`src/rtl/ltrf_pkg.sv`:
```
// ----------------------------------------------------------------------------
// ltrf_pkg
// Types and constants shared by the longest tandem repeat finder.
// ----------------------------------------------------------------------------
package ltrf_pkg;

	localparam int MAX_PATTERN_DEF = 16;
	localparam int MAX_TEXT        = 1048576;

	localparam int SYM_W     = 8;
	localparam int LEN_W     = 5;
	localparam int POS_W     = 21;
	localparam int START_W   = 20;
	localparam int COUNT_W   = 21;
	localparam int CFG_W     = 64;
	localparam int CFG_IDX_W = 2;
	localparam int PAT_W     = 128;

	typedef enum logic [CFG_IDX_W-1:0] {
		REG_PATTERN_LEN = 2'd0,
		REG_PATTERN_LO  = 2'd1,
		REG_PATTERN_HI  = 2'd2
	} cfg_reg_t;

	typedef struct packed {
		logic [SYM_W-1:0] symbol;
		logic             last;
	} item_t;

	typedef struct packed {
		logic               found;
		logic [START_W-1:0] run_start;
		logic [COUNT_W-1:0] run_repeats;
		logic [COUNT_W-1:0] run_chars;
		logic               overflowed;
	} result_t;

	typedef struct packed {
		logic               active;
		logic               hit;
		logic [START_W-1:0] start;
	} scan_t;

endpackage

```
`src/rtl/ltrf_scan.sv`:
```
// ----------------------------------------------------------------------------
// ltrf_scan
// Byte window and position counter; compares the window against the pattern.
// ----------------------------------------------------------------------------
module ltrf_scan #(
	parameter int MAX_PATTERN = ltrf_pkg::MAX_PATTERN_DEF
) (
	input  logic                           clk,
	input  logic                           arst_n,
	input  logic                           step,
	input  logic                           clear,
	input  logic [ltrf_pkg::SYM_W-1:0]     symbol,
	input  logic [ltrf_pkg::LEN_W-1:0]     len,
	input  logic [MAX_PATTERN*8-1:0]       pattern,
	output ltrf_pkg::scan_t                scan
);
	import ltrf_pkg::*;

	localparam int IdxW = (MAX_PATTERN > 1) ? $clog2(MAX_PATTERN) : 1;

	logic [SYM_W-1:0] win_q    [MAX_PATTERN];
	logic [SYM_W-1:0] win_next [MAX_PATTERN];
	logic [POS_W-1:0] pos_q;
	logic [MAX_PATTERN-1:0] byte_ok;
	logic [LEN_W-1:0] idx [MAX_PATTERN];
	logic [POS_W-1:0] start_full;

	always_comb begin
		win_next[0] = symbol;
		for (int i = 1; i < MAX_PATTERN; i++) begin
			win_next[i] = win_q[i-1];
		end
	end

	always_comb begin
		for (int k = 0; k < MAX_PATTERN; k++) begin
			idx[k] = len - LEN_W'(1) - LEN_W'(k);
			if (LEN_W'(k) < len) begin
				byte_ok[k] = (win_next[idx[k][IdxW-1:0]] == pattern[k*8 +: 8]);
			end else begin
				byte_ok[k] = 1'b1;
			end
		end
	end

	assign start_full  = pos_q + POS_W'(1) - POS_W'(len);
	assign scan.active = (pos_q < POS_W'(MAX_TEXT));
	assign scan.hit    = (&byte_ok) && (pos_q + POS_W'(1) >= POS_W'(len));
	assign scan.start  = start_full[START_W-1:0];

	always_ff @(posedge clk or negedge arst_n) begin
		if (!arst_n) begin
			pos_q <= '0;
			for (int i = 0; i < MAX_PATTERN; i++) begin
				win_q[i] <= '0;
			end
		end else if (step && clear) begin
			pos_q <= '0;
			for (int i = 0; i < MAX_PATTERN; i++) begin
				win_q[i] <= '0;
			end
		end else if (step && scan.active) begin
			pos_q <= pos_q + POS_W'(1);
			for (int i = 0; i < MAX_PATTERN; i++) begin
				win_q[i] <= win_next[i];
			end
		end
	end

`ifndef NO_ASSERTIONS
	a_clear_pos: assert property (@(posedge clk) disable iff (!arst_n)
		(step && clear) |=> (pos_q == '0))
		else $error("position not cleared after the final byte");

	a_pos_bound: assert property (@(posedge clk) disable iff (!arst_n)
		pos_q <= POS_W'(MAX_TEXT))
		else $error("position counter passed its saturation point");
`endif

endmodule

```
`src/rtl/ltrf_run.sv`:
```
// ----------------------------------------------------------------------------
// ltrf_run
// Run tracking: current and longest run of back-to-back occurrences.
// ----------------------------------------------------------------------------
module ltrf_run (
	input  logic                       clk,
	input  logic                       arst_n,
	input  logic                       step,
	input  logic                       clear,
	input  logic [ltrf_pkg::LEN_W-1:0] len,
	input  ltrf_pkg::scan_t            scan,
	output ltrf_pkg::result_t          result
);
	import ltrf_pkg::*;

	logic [START_W-1:0] prev_start_q, prev_start_n;
	logic               prev_valid_q, prev_valid_n;
	logic [COUNT_W-1:0] cur_count_q, cur_count_n;
	logic [START_W-1:0] cur_start_q, cur_start_n;
	logic [COUNT_W-1:0] best_count_q, best_count_n;
	logic [START_W-1:0] best_start_q, best_start_n;
	logic               ovf_q, ovf_n;
	logic               contig;
	logic [COUNT_W+LEN_W-1:0] chars_full;

	assign contig = prev_valid_q &&
		({1'b0, scan.start} == ({1'b0, prev_start_q} + (START_W+1)'(len)));

	always_comb begin
		prev_start_n = prev_start_q;
		prev_valid_n = prev_valid_q;
		cur_count_n  = cur_count_q;
		cur_start_n  = cur_start_q;
		best_count_n = best_count_q;
		best_start_n = best_start_q;
		ovf_n        = ovf_q;
		if (!scan.active) begin
			ovf_n = 1'b1;
		end else if (scan.hit) begin
			if (contig) begin
				cur_count_n = cur_count_q + COUNT_W'(1);
			end else begin
				cur_count_n = COUNT_W'(1);
				cur_start_n = scan.start;
			end
			if (cur_count_n > best_count_q) begin
				best_count_n = cur_count_n;
				best_start_n = cur_start_n;
			end
			prev_start_n = scan.start;
			prev_valid_n = 1'b1;
		end
	end

	assign chars_full = {{LEN_W{1'b0}}, best_count_n} * {{COUNT_W{1'b0}}, len};

	always_comb begin
		result            = '0;
		result.overflowed = ovf_n;
		if (prev_valid_n) begin
			result.found       = 1'b1;
			result.run_start   = best_start_n;
			result.run_repeats = best_count_n;
			result.run_chars   = chars_full[COUNT_W-1:0];
		end
	end

	always_ff @(posedge clk or negedge arst_n) begin
		if (!arst_n) begin
			prev_start_q <= '0;
			prev_valid_q <= 1'b0;
			cur_count_q  <= '0;
			cur_start_q  <= '0;
			best_count_q <= '0;
			best_start_q <= '0;
			ovf_q        <= 1'b0;
		end else if (step && clear) begin
			prev_start_q <= '0;
			prev_valid_q <= 1'b0;
			cur_count_q  <= '0;
			cur_start_q  <= '0;
			best_count_q <= '0;
			best_start_q <= '0;
			ovf_q        <= 1'b0;
		end else if (step) begin
			prev_start_q <= prev_start_n;
			prev_valid_q <= prev_valid_n;
			cur_count_q  <= cur_count_n;
			cur_start_q  <= cur_start_n;
			best_count_q <= best_count_n;
			best_start_q <= best_start_n;
			ovf_q        <= ovf_n;
		end
	end

`ifndef NO_ASSERTIONS
	a_best_covers_cur: assert property (@(posedge clk) disable iff (!arst_n)
		best_count_q >= cur_count_q)
		else $error("current run longer than the recorded best run");

	a_found_has_run: assert property (@(posedge clk) disable iff (!arst_n)
		prev_valid_q == (best_count_q != '0))
		else $error("occurrence flag disagrees with the best run count");
`endif

endmodule

```
`src/rtl/longest_tandem_repeat_finder.sv`:
```
// ----------------------------------------------------------------------------
// longest_tandem_repeat_finder
// Streams text bytes, finds pattern occurrences and reports the longest run
// of back-to-back copies when the final byte arrives.
// ----------------------------------------------------------------------------
// Channel   Direction  Handshake                   Payload
// item      in         item_valid / item_ready     item_t (symbol, last)
// result    out        result_valid / result_ready result_t
// cfg       in         cfg_write                   cfg_index, cfg_data
//
// Each beat is registered on entry and then processed by the window compare and
// run update; one byte per cycle is sustained while the input is not stalled.
// A result is registered in the output register when its final byte leaves the
// input register. Only a final byte waits while the output register is still full.
// Reset clears all run state; the final byte of each text clears it as well.
// ----------------------------------------------------------------------------
module longest_tandem_repeat_finder #(
	parameter int MAX_PATTERN = ltrf_pkg::MAX_PATTERN_DEF
) (
	input  logic                           clk,
	input  logic                           arst_n,
	input  logic                           item_valid,
	output logic                           item_ready,
	input  ltrf_pkg::item_t                item,
	output logic                           result_valid,
	input  logic                           result_ready,
	output ltrf_pkg::result_t              result,
	input  logic                           cfg_write,
	input  logic [ltrf_pkg::CFG_IDX_W-1:0] cfg_index,
	input  logic [ltrf_pkg::CFG_W-1:0]     cfg_data
);
	import ltrf_pkg::*;

	logic [LEN_W-1:0] plen_q;
	logic [CFG_W-1:0] pat_lo_q;
	logic [CFG_W-1:0] pat_hi_q;
	logic [PAT_W-1:0] pat_all;
	logic [LEN_W-1:0] len_used;

	item_t   item_s1;
	logic    valid_s1;
	logic    advance;
	scan_t   scan;
	result_t result_next;
	result_t result_q;
	logic    result_valid_q;

	always_ff @(posedge clk or negedge arst_n) begin
		if (!arst_n) begin
			plen_q   <= LEN_W'(1);
			pat_lo_q <= '0;
			pat_hi_q <= '0;
		end else if (cfg_write) begin
			unique case (cfg_index)
				REG_PATTERN_LEN: plen_q   <= cfg_data[LEN_W-1:0];
				REG_PATTERN_LO:  pat_lo_q <= cfg_data;
				REG_PATTERN_HI:  pat_hi_q <= cfg_data;
				default: ;
			endcase
		end
	end

	assign pat_all = {pat_hi_q, pat_lo_q};

	always_comb begin
		if (plen_q == '0) begin
			len_used = LEN_W'(1);
		end else if (plen_q > LEN_W'(MAX_PATTERN)) begin
			len_used = LEN_W'(MAX_PATTERN);
		end else begin
			len_used = plen_q;
		end
	end

	assign advance    = valid_s1 && (!item_s1.last || !result_valid_q || result_ready);
	assign item_ready = !valid_s1 || advance;

	always_ff @(posedge clk or negedge arst_n) begin
		if (!arst_n) begin
			valid_s1 <= 1'b0;
		end else if (item_ready) begin
			valid_s1 <= item_valid;
		end
	end

	always_ff @(posedge clk) begin
		if (item_ready && item_valid) begin
			item_s1 <= item;
		end
	end

	ltrf_scan #(
		.MAX_PATTERN(MAX_PATTERN)
	) u_scan (
		.clk     (clk),
		.arst_n  (arst_n),
		.step    (advance),
		.clear   (item_s1.last),
		.symbol  (item_s1.symbol),
		.len     (len_used),
		.pattern (pat_all[MAX_PATTERN*8-1:0]),
		.scan    (scan)
	);

	ltrf_run u_run (
		.clk    (clk),
		.arst_n (arst_n),
		.step   (advance),
		.clear  (item_s1.last),
		.len    (len_used),
		.scan   (scan),
		.result (result_next)
	);

	always_ff @(posedge clk or negedge arst_n) begin
		if (!arst_n) begin
			result_valid_q <= 1'b0;
		end else if (advance && item_s1.last) begin
			result_valid_q <= 1'b1;
		end else if (result_ready) begin
			result_valid_q <= 1'b0;
		end
	end

	always_ff @(posedge clk) begin
		if (advance && item_s1.last) begin
			result_q <= result_next;
		end
	end

	assign result_valid = result_valid_q;
	assign result       = result_q;

`ifndef NO_ASSERTIONS
	a_stall_cause: assert property (@(posedge clk) disable iff (!arst_n)
		!item_ready |-> (valid_s1 && item_s1.last && result_valid_q && !result_ready))
		else $error("input stalled without a blocked final byte");

	a_found_repeats: assert property (@(posedge clk) disable iff (!arst_n)
		(result_valid && result.found) |-> (result.run_repeats != '0))
		else $error("result reports an occurrence with an empty run");
`endif

endmodule

```
`config.mk`:
```
export PLATFORM = sky130hd
export DESIGN_NAME = longest_tandem_repeat_finder
export DESIGN_NICKNAME = d
export VERILOG_FILES = /design/src/rtl/ltrf_pkg.sv /design/src/rtl/ltrf_scan.sv /design/src/rtl/ltrf_run.sv /design/src/rtl/longest_tandem_repeat_finder.sv
export SDC_FILE = /design/constraint.sdc
export NUM_CORES = 1
export LEC_CHECK = 0
export BUFFER_PORTS_ARGS = -buffer_cell sky130_fd_sc_hd__buf_4
export CAP_MARGIN = 10
export CORE_MARGIN = 1.5
export CORE_UTILIZATION = 57
export DETAILED_ROUTE_END_ITERATION = 8
export GPL_TIMING_DRIVEN = 0
export PLACE_DENSITY = 0.78
export SYNTH_ARGS = -nofsm -noshare
export SYNTH_HDL_FRONTEND = slang
export SYNTH_SLANG_ARGS = --single-unit
```
`constraint.sdc`:
```
create_clock -name clk -period 13.85 [get_ports clk]
set_input_delay 0.6925 -clock clk [delete_from_list [all_inputs] [get_ports clk]]
set_output_delay 0.6925 -clock clk [all_outputs]
set_load 0.02 [all_outputs]
```
* Word level (Yosys, flattened, before mapping) *
Cells that the tools add are included.

cells by class
  $add $sub $neg = 20
  multiply operators = 1
  div/mod/pow operators = 0
  order comparisons = 36
  equality and inequality tests = 19
  shift operators = 0
  multiplexer cells = 106
  bitwise gates (word level) = 16
  reductions and logical operators = 24

operator list
  cell                     number
  $bmux W8 S4              16
  $mux W21                 14
  $mux W20                 14
  $mux W128                2
  $mux W8                  32
  $eq A8 B8 Y1             16
  $ge A5 B5 Y1 const B     16
  $not A4 Y5               16
  $mux W63                 1
  $add A21 B1 Y21 const B  2
  $lt A4 B5 Y1 const A     8
  $sub A4 B4 Y4 const B    8
  $mux W1                  25
  $add A20 B5 Y21          1
  $eq A20 B21 Y1           1
  $ge A21 B5 Y1            1
  $gt A21 B21 Y1           1
  $lt A21 B21 Y1 const B   1
  $mul A21 B5 Y21          1
  $lt A3 B5 Y1 const A     4
  $sub A20 B5 Y20          1
  $reduce_and A16 Y1       1
  $sub A4 B3 Y4 const B    4
  $lt A1 B5 Y1 const A     2
  other kinds (15)         34

storage, ports and cells
  flip-flop bits (word level) = 453
  bits in latches = 0
  RAM bits = 0
  memory bits (read-only) = 0
  input bits = 80
  output and inout port bits = 66
  logic and storage cells = 257
  memories = 0

* Depth between registers and ports, before layout *
  word-level depth = 21
  mapped depth = 61
  depth with buffers taken out = 52

* Modules after synthesis *
From an unflattened synthesis, not the netlist that was laid out.

unflattened totals
  cells, all modules = 2,820
  area total of the unflattened synthesis = 31,590.3 µm²

by module, submodules not included
  module                        times used  cells an instance  area an instance (µm²)  sequential area each (µm²)
  ltrf_scan                     1           1,348              14,300.0                3,528.4
  ltrf_run                      1           1,099              9,506.6                 2,602.5
  longest_tandem_repeat_finder  1           373                7,783.7                 5,571.6

* Worst setup path after synthesis *
OpenSTA, ideal clock, no wires.

  path kind = flip-flop to flip-flop
  start point = reg plen_q[1]
  end point = reg result_q (netlist bit result[21]), data pin
  library setup time = 261 ps
  data arrival time = 12,729 ps
  data required time = 13,589 ps
  path slack = 860 ps
  cell stages (with the launch flop) = 60
  buffers on the path = 10
  cells stage by stage = dfrtp_1 -> buf_6 -> or4_4 -> nand2_4 -> buf_6 -> buf_6 -> buf_2 -> buf_2 -> buf_1 -> ha_1 -> inv_1 -> fa_1 -> a211oi_1 -> o21ai_0 -> nor2_1 -> and3_1 -> clkbuf_1 -> nand3_1 -> (+24 left out) -> fa_1 -> inv_1 -> ha_1 -> a21o_1 -> a21oi_1 -> o21bai_1 -> a21oi_1 -> o21bai_1 -> a21oi_1 -> o21bai_1 -> a21oi_1 -> o21ai_0 -> a31oi_1 -> nor2b_1 -> o21a_1 -> o41a_1 -> xor3_1 -> mux2i_1

on the way
  word-level cells in the longest chain between the ends = 16
  elaborated cells on any way between the ends = 149

RTL lines
  element                                                  RTL line                             text
  from (decl)                                              longest_tandem_repeat_finder.sv:34   logic [LEN_W-1:0] plen_q;
  from (signal assigned)                                   longest_tandem_repeat_finder.sv:55   REG_PATTERN_LEN: plen_q <= cfg_data[LEN_W-1:0];
  $gt A5 B5 Y1                                             longest_tandem_repeat_finder.sv:68   end else if (plen_q > LEN_W'(MAX_PATTERN)) begin
  $mux W5                                                  longest_tandem_repeat_finder.sv:68
  $mux W5 *                                                longest_tandem_repeat_finder.sv:66   if (plen_q == '0) begin
  branches (longest 13 deep; another with $gt A21 B21 Y1)  -
  to (signal assigned)                                     longest_tandem_repeat_finder.sv:127  result_q <= result_next;
  to (decl)                                                longest_tandem_repeat_finder.sv:45   result_t result_q;

Mark *: on every way between the ends. The select of a mux whose other input is x is not followed.
A chain may end at the register's enable or synchronous reset.

* Worst setup path in the final report *
  start point = reg plen_q[4]
  end point = reg result_q (netlist bit result[21]), data pin

The elaborated chain is that of the path after synthesis.

==> metrics <==
Top cell by count, worst path=a21oi_2; DP Area=33600 um^2; Yosys top cell by area=dfrtp_1; worst skew pair latency=630 ps; Worst path max stage delay=550 ps; design area=35700 um^2; HP Class=in -> reg; register share of total power=0.305; Clock Skews=28.7 ps; port bufs=145; Clock H-tree levels=2; RePlAce Congestion=1.07; CP Launch Type=flip-flop; CTS sink cnt=453; Mapped Cells=2853; Seq/Total Area, Yosys=0.371; FP Rows=85; internal power=3.10 mW; CP top delay family=compound AO/OA/AOI/OAI gates; status=finished, final reports clean; grt ovf=0; largest net degree at the start of global routing=120; # fillers=4216; kind of critical path=reg -> reg; switching share of power=0.392; final WL=115 mm; endpoints failing hold=0; drt wl/cell=30.2 um; Distinct cells, synth=80; CP arrival=13850 ps; final hold slack=250 ps; Clock Path Buffers=3; top-area cell type share of the netlist area=0.301; antenna violations before repair=1; first-pass GRT wire length=168 mm; Pins Over Slew Limit=0; Yosys reg bits=453; switching power=2.00 mW; Slew @ Worst Pin=1380 ps; ys flop type=dfrtp_1; Die Wd=238 um; Syn. warnings=0; DR iter-0 viols=2760; synth-to-layout area growth=13.5%; Combinational Power Share=0.416; # setup viols final=0; syn_area_per_cell=11.0 um^2; power share of the clock group=0.279; slowest cell on the critical path=fa_1; Buf/Inv on CP=11; DRT antenna net count=0; Via Count=26400; setup tns final=0 ps; PwrDens=143 nW/um^2; initial core utilization=0.581; Root Buffer=clkbuf_16; core box area=54200 um^2; maximum vdd ir drop=0.122 mV; Die ar.=56700 um^2; max-cap viol count=0; dpl hpwl=87.0 mm; Synth Net Count=3048; Slew headroom=0.0677; final non-filler cell total=3797; Synth area leaders=dfrtp_1, mux4_2, edfxtp_1, mux2i_1, mux2_2; post-synthesis async set-or-reset flop share=0.839; NumNets Final=3255; placed insts=3701; Crit. End Element=flip-flop; Tmin final=13430 ps; TritonCTS clock tree=yes; Worst Path Required=14270 ps; FF+latch area=11700 um^2; Crit Path Max Fanout=28; vias in the first global route=26000; Remaining DRCs=0; num ports=146; Mapped Area=31500 um^2; Fmax=0.0745 GHz; vias per cell=6.95; DRT Pass-1 Iters=5; clock-pin slew on the worst setup and hold paths=70 ps; post-route clock period utilization=0.970; area of the multi-input gates=18800 um^2; commonest non-fill, non-tap cell in the layout=dfrtp_1; Die Y=238 um; CTS Buf Count=50; Post-synth EDFFs=73; Global Route Usage Sum=0.404; layout cells sized above 1=0.214; most frequent cells in the layout=dfrtp_1, nor2_1, mux2i_1; leakage power=15.0 nW
-- metrics by stage --
step	utilization	worst slack, ps	total power [mW]
after floorplan	-	860	2.89
after global placement	0.617	-3010	3.51
after detailed placement	0.620	-3070	3.55
after CTS	0.655	12.2	4.99
after global routing	0.659	-68.5	5.24
final	0.659	422	5.09
-- metal layers --
| layer | global-route usage | vias up | share of wire |
|---|---|---|---|
| li1 | - | 11000 | - |
| met1 | 0.507 | 13400 | 0.37 |
| met2 | 0.640 | 1559 | 0.46 |
| met3 | 0.0825 | 405 | 0.092 |
| met4 | 0.265 | 0 | 0.078 |
| met5 | 0 | - | 0 |
-- synthesized netlist by cell type (37+ instances only) --
cell type,n
a21oi_1,52
a22o_1,175
and3b_1,37
clkbuf_1,135
dfrtp_1,379
edfxtp_1,73
fa_1,52
ha_1,63
inv_1,116
mux2_2,147
mux2i_1,192
mux4_2,160
nand2_1,176
nand3_1,43
nand4_1,42
nor2_1,210
nor3_1,47
o21ai_0,101
xnor2_1,136
xor2_1,83
-- path summary, 6_finish.rpt --
kind / slack, ps / from / endpoint / depth (start not counted)
max in group asynchronous: 11640 / arst_n / pat_hi_q[19] / 4
worst max-delay path: 420 / plen_q[4] / result[21] / 45
worst min register to register: 490 / u_run.best_start_q[18] / u_run.best_start_q[18] / 2
worst min-delay path: 250 / item[5] / item_s1[5] / 1
min in group asynchronous: 600 / arst_n / u_run.best_start_q[11] / 2
worst max register to register: 420 / plen_q[4] / result[21] / 45
-- power groups by stage --
stage	clock network, mW	registers, mW	logic (mW)
after global placement	0	1.57	1.94
after floorplan	0	1.54	1.35
after detailed placement	0	1.57	1.98
final	1.42	1.55	2.12
after CTS	1.43	1.55	2.01
after global routing	1.48	1.56	2.20
-- registers in the layout (all words and copies together), names as in the netlist --
signal              cells
pat_hi_q               64
u_run.cur_count_q      21
u_run.ovf_q             1
u_run.cur_start_q      20
pat_lo_q               64
result                 64
valid_s1                1
u_scan.pos_q           21
plen_q                  5
u_run.best_start_q     20
u_scan.win_next       120
u_run.best_count_q     21
u_run.prev_valid_q      1
item_s1                 9
u_run.prev_start_q     20
result_valid            1
-- area by class of cell --
cell class | instances | share of cell area
Timing Repair Buffer | 164 | 0.0374
Clock inverter | 29 | 0.00966
Sequential cell | 453 | 0.327
Inverter | 122 | 0.0128
Tap cell | 696 | 0.0244
Antenna cell | 1 | 0.0000700
Clock buffer | 63 | 0.0386
Multi-Input combinational cell | 2085 | 0.526
Buffer | 184 | 0.0234
-- cells by family after synthesis --
family | synth area share
compound gates | 0.125
xor+xnor | 0.0667
fa+ha+maj | 0.0581
buf+inv | 0.0398
flops | 0.371
mux | 0.228
simple gates | 0.111
-- what timing repair did --
action,4_1_cts,5_1_grt
cloned,0,1
endpoints found under the setup margin,17,6
endpoints found under the hold margin,20,0
pin swaps,0,7
hold buffers,1,0
resized for setup,59,46
setup buffers,3,6
-- worst register-to-register path: cells and delay by family (launching register included) --
| kind | cells | cell delay, ps |
|---|---|---|
| AND/OR/NAND/NOR | 6 | 1330 |
| XOR/XNOR | 3 | 890 |
| multiplexers | 3 | 1060 |
| adder cells (fa/ha/maj) | 6 | 2500 |
| buffers and inverters | 11 | 3460 |
| AO/OA/AOI/OAI | 16 | 3490 |
| flip-flops | 1 | 480 |
No activity file was read; power rests on OpenSTA's default activity.
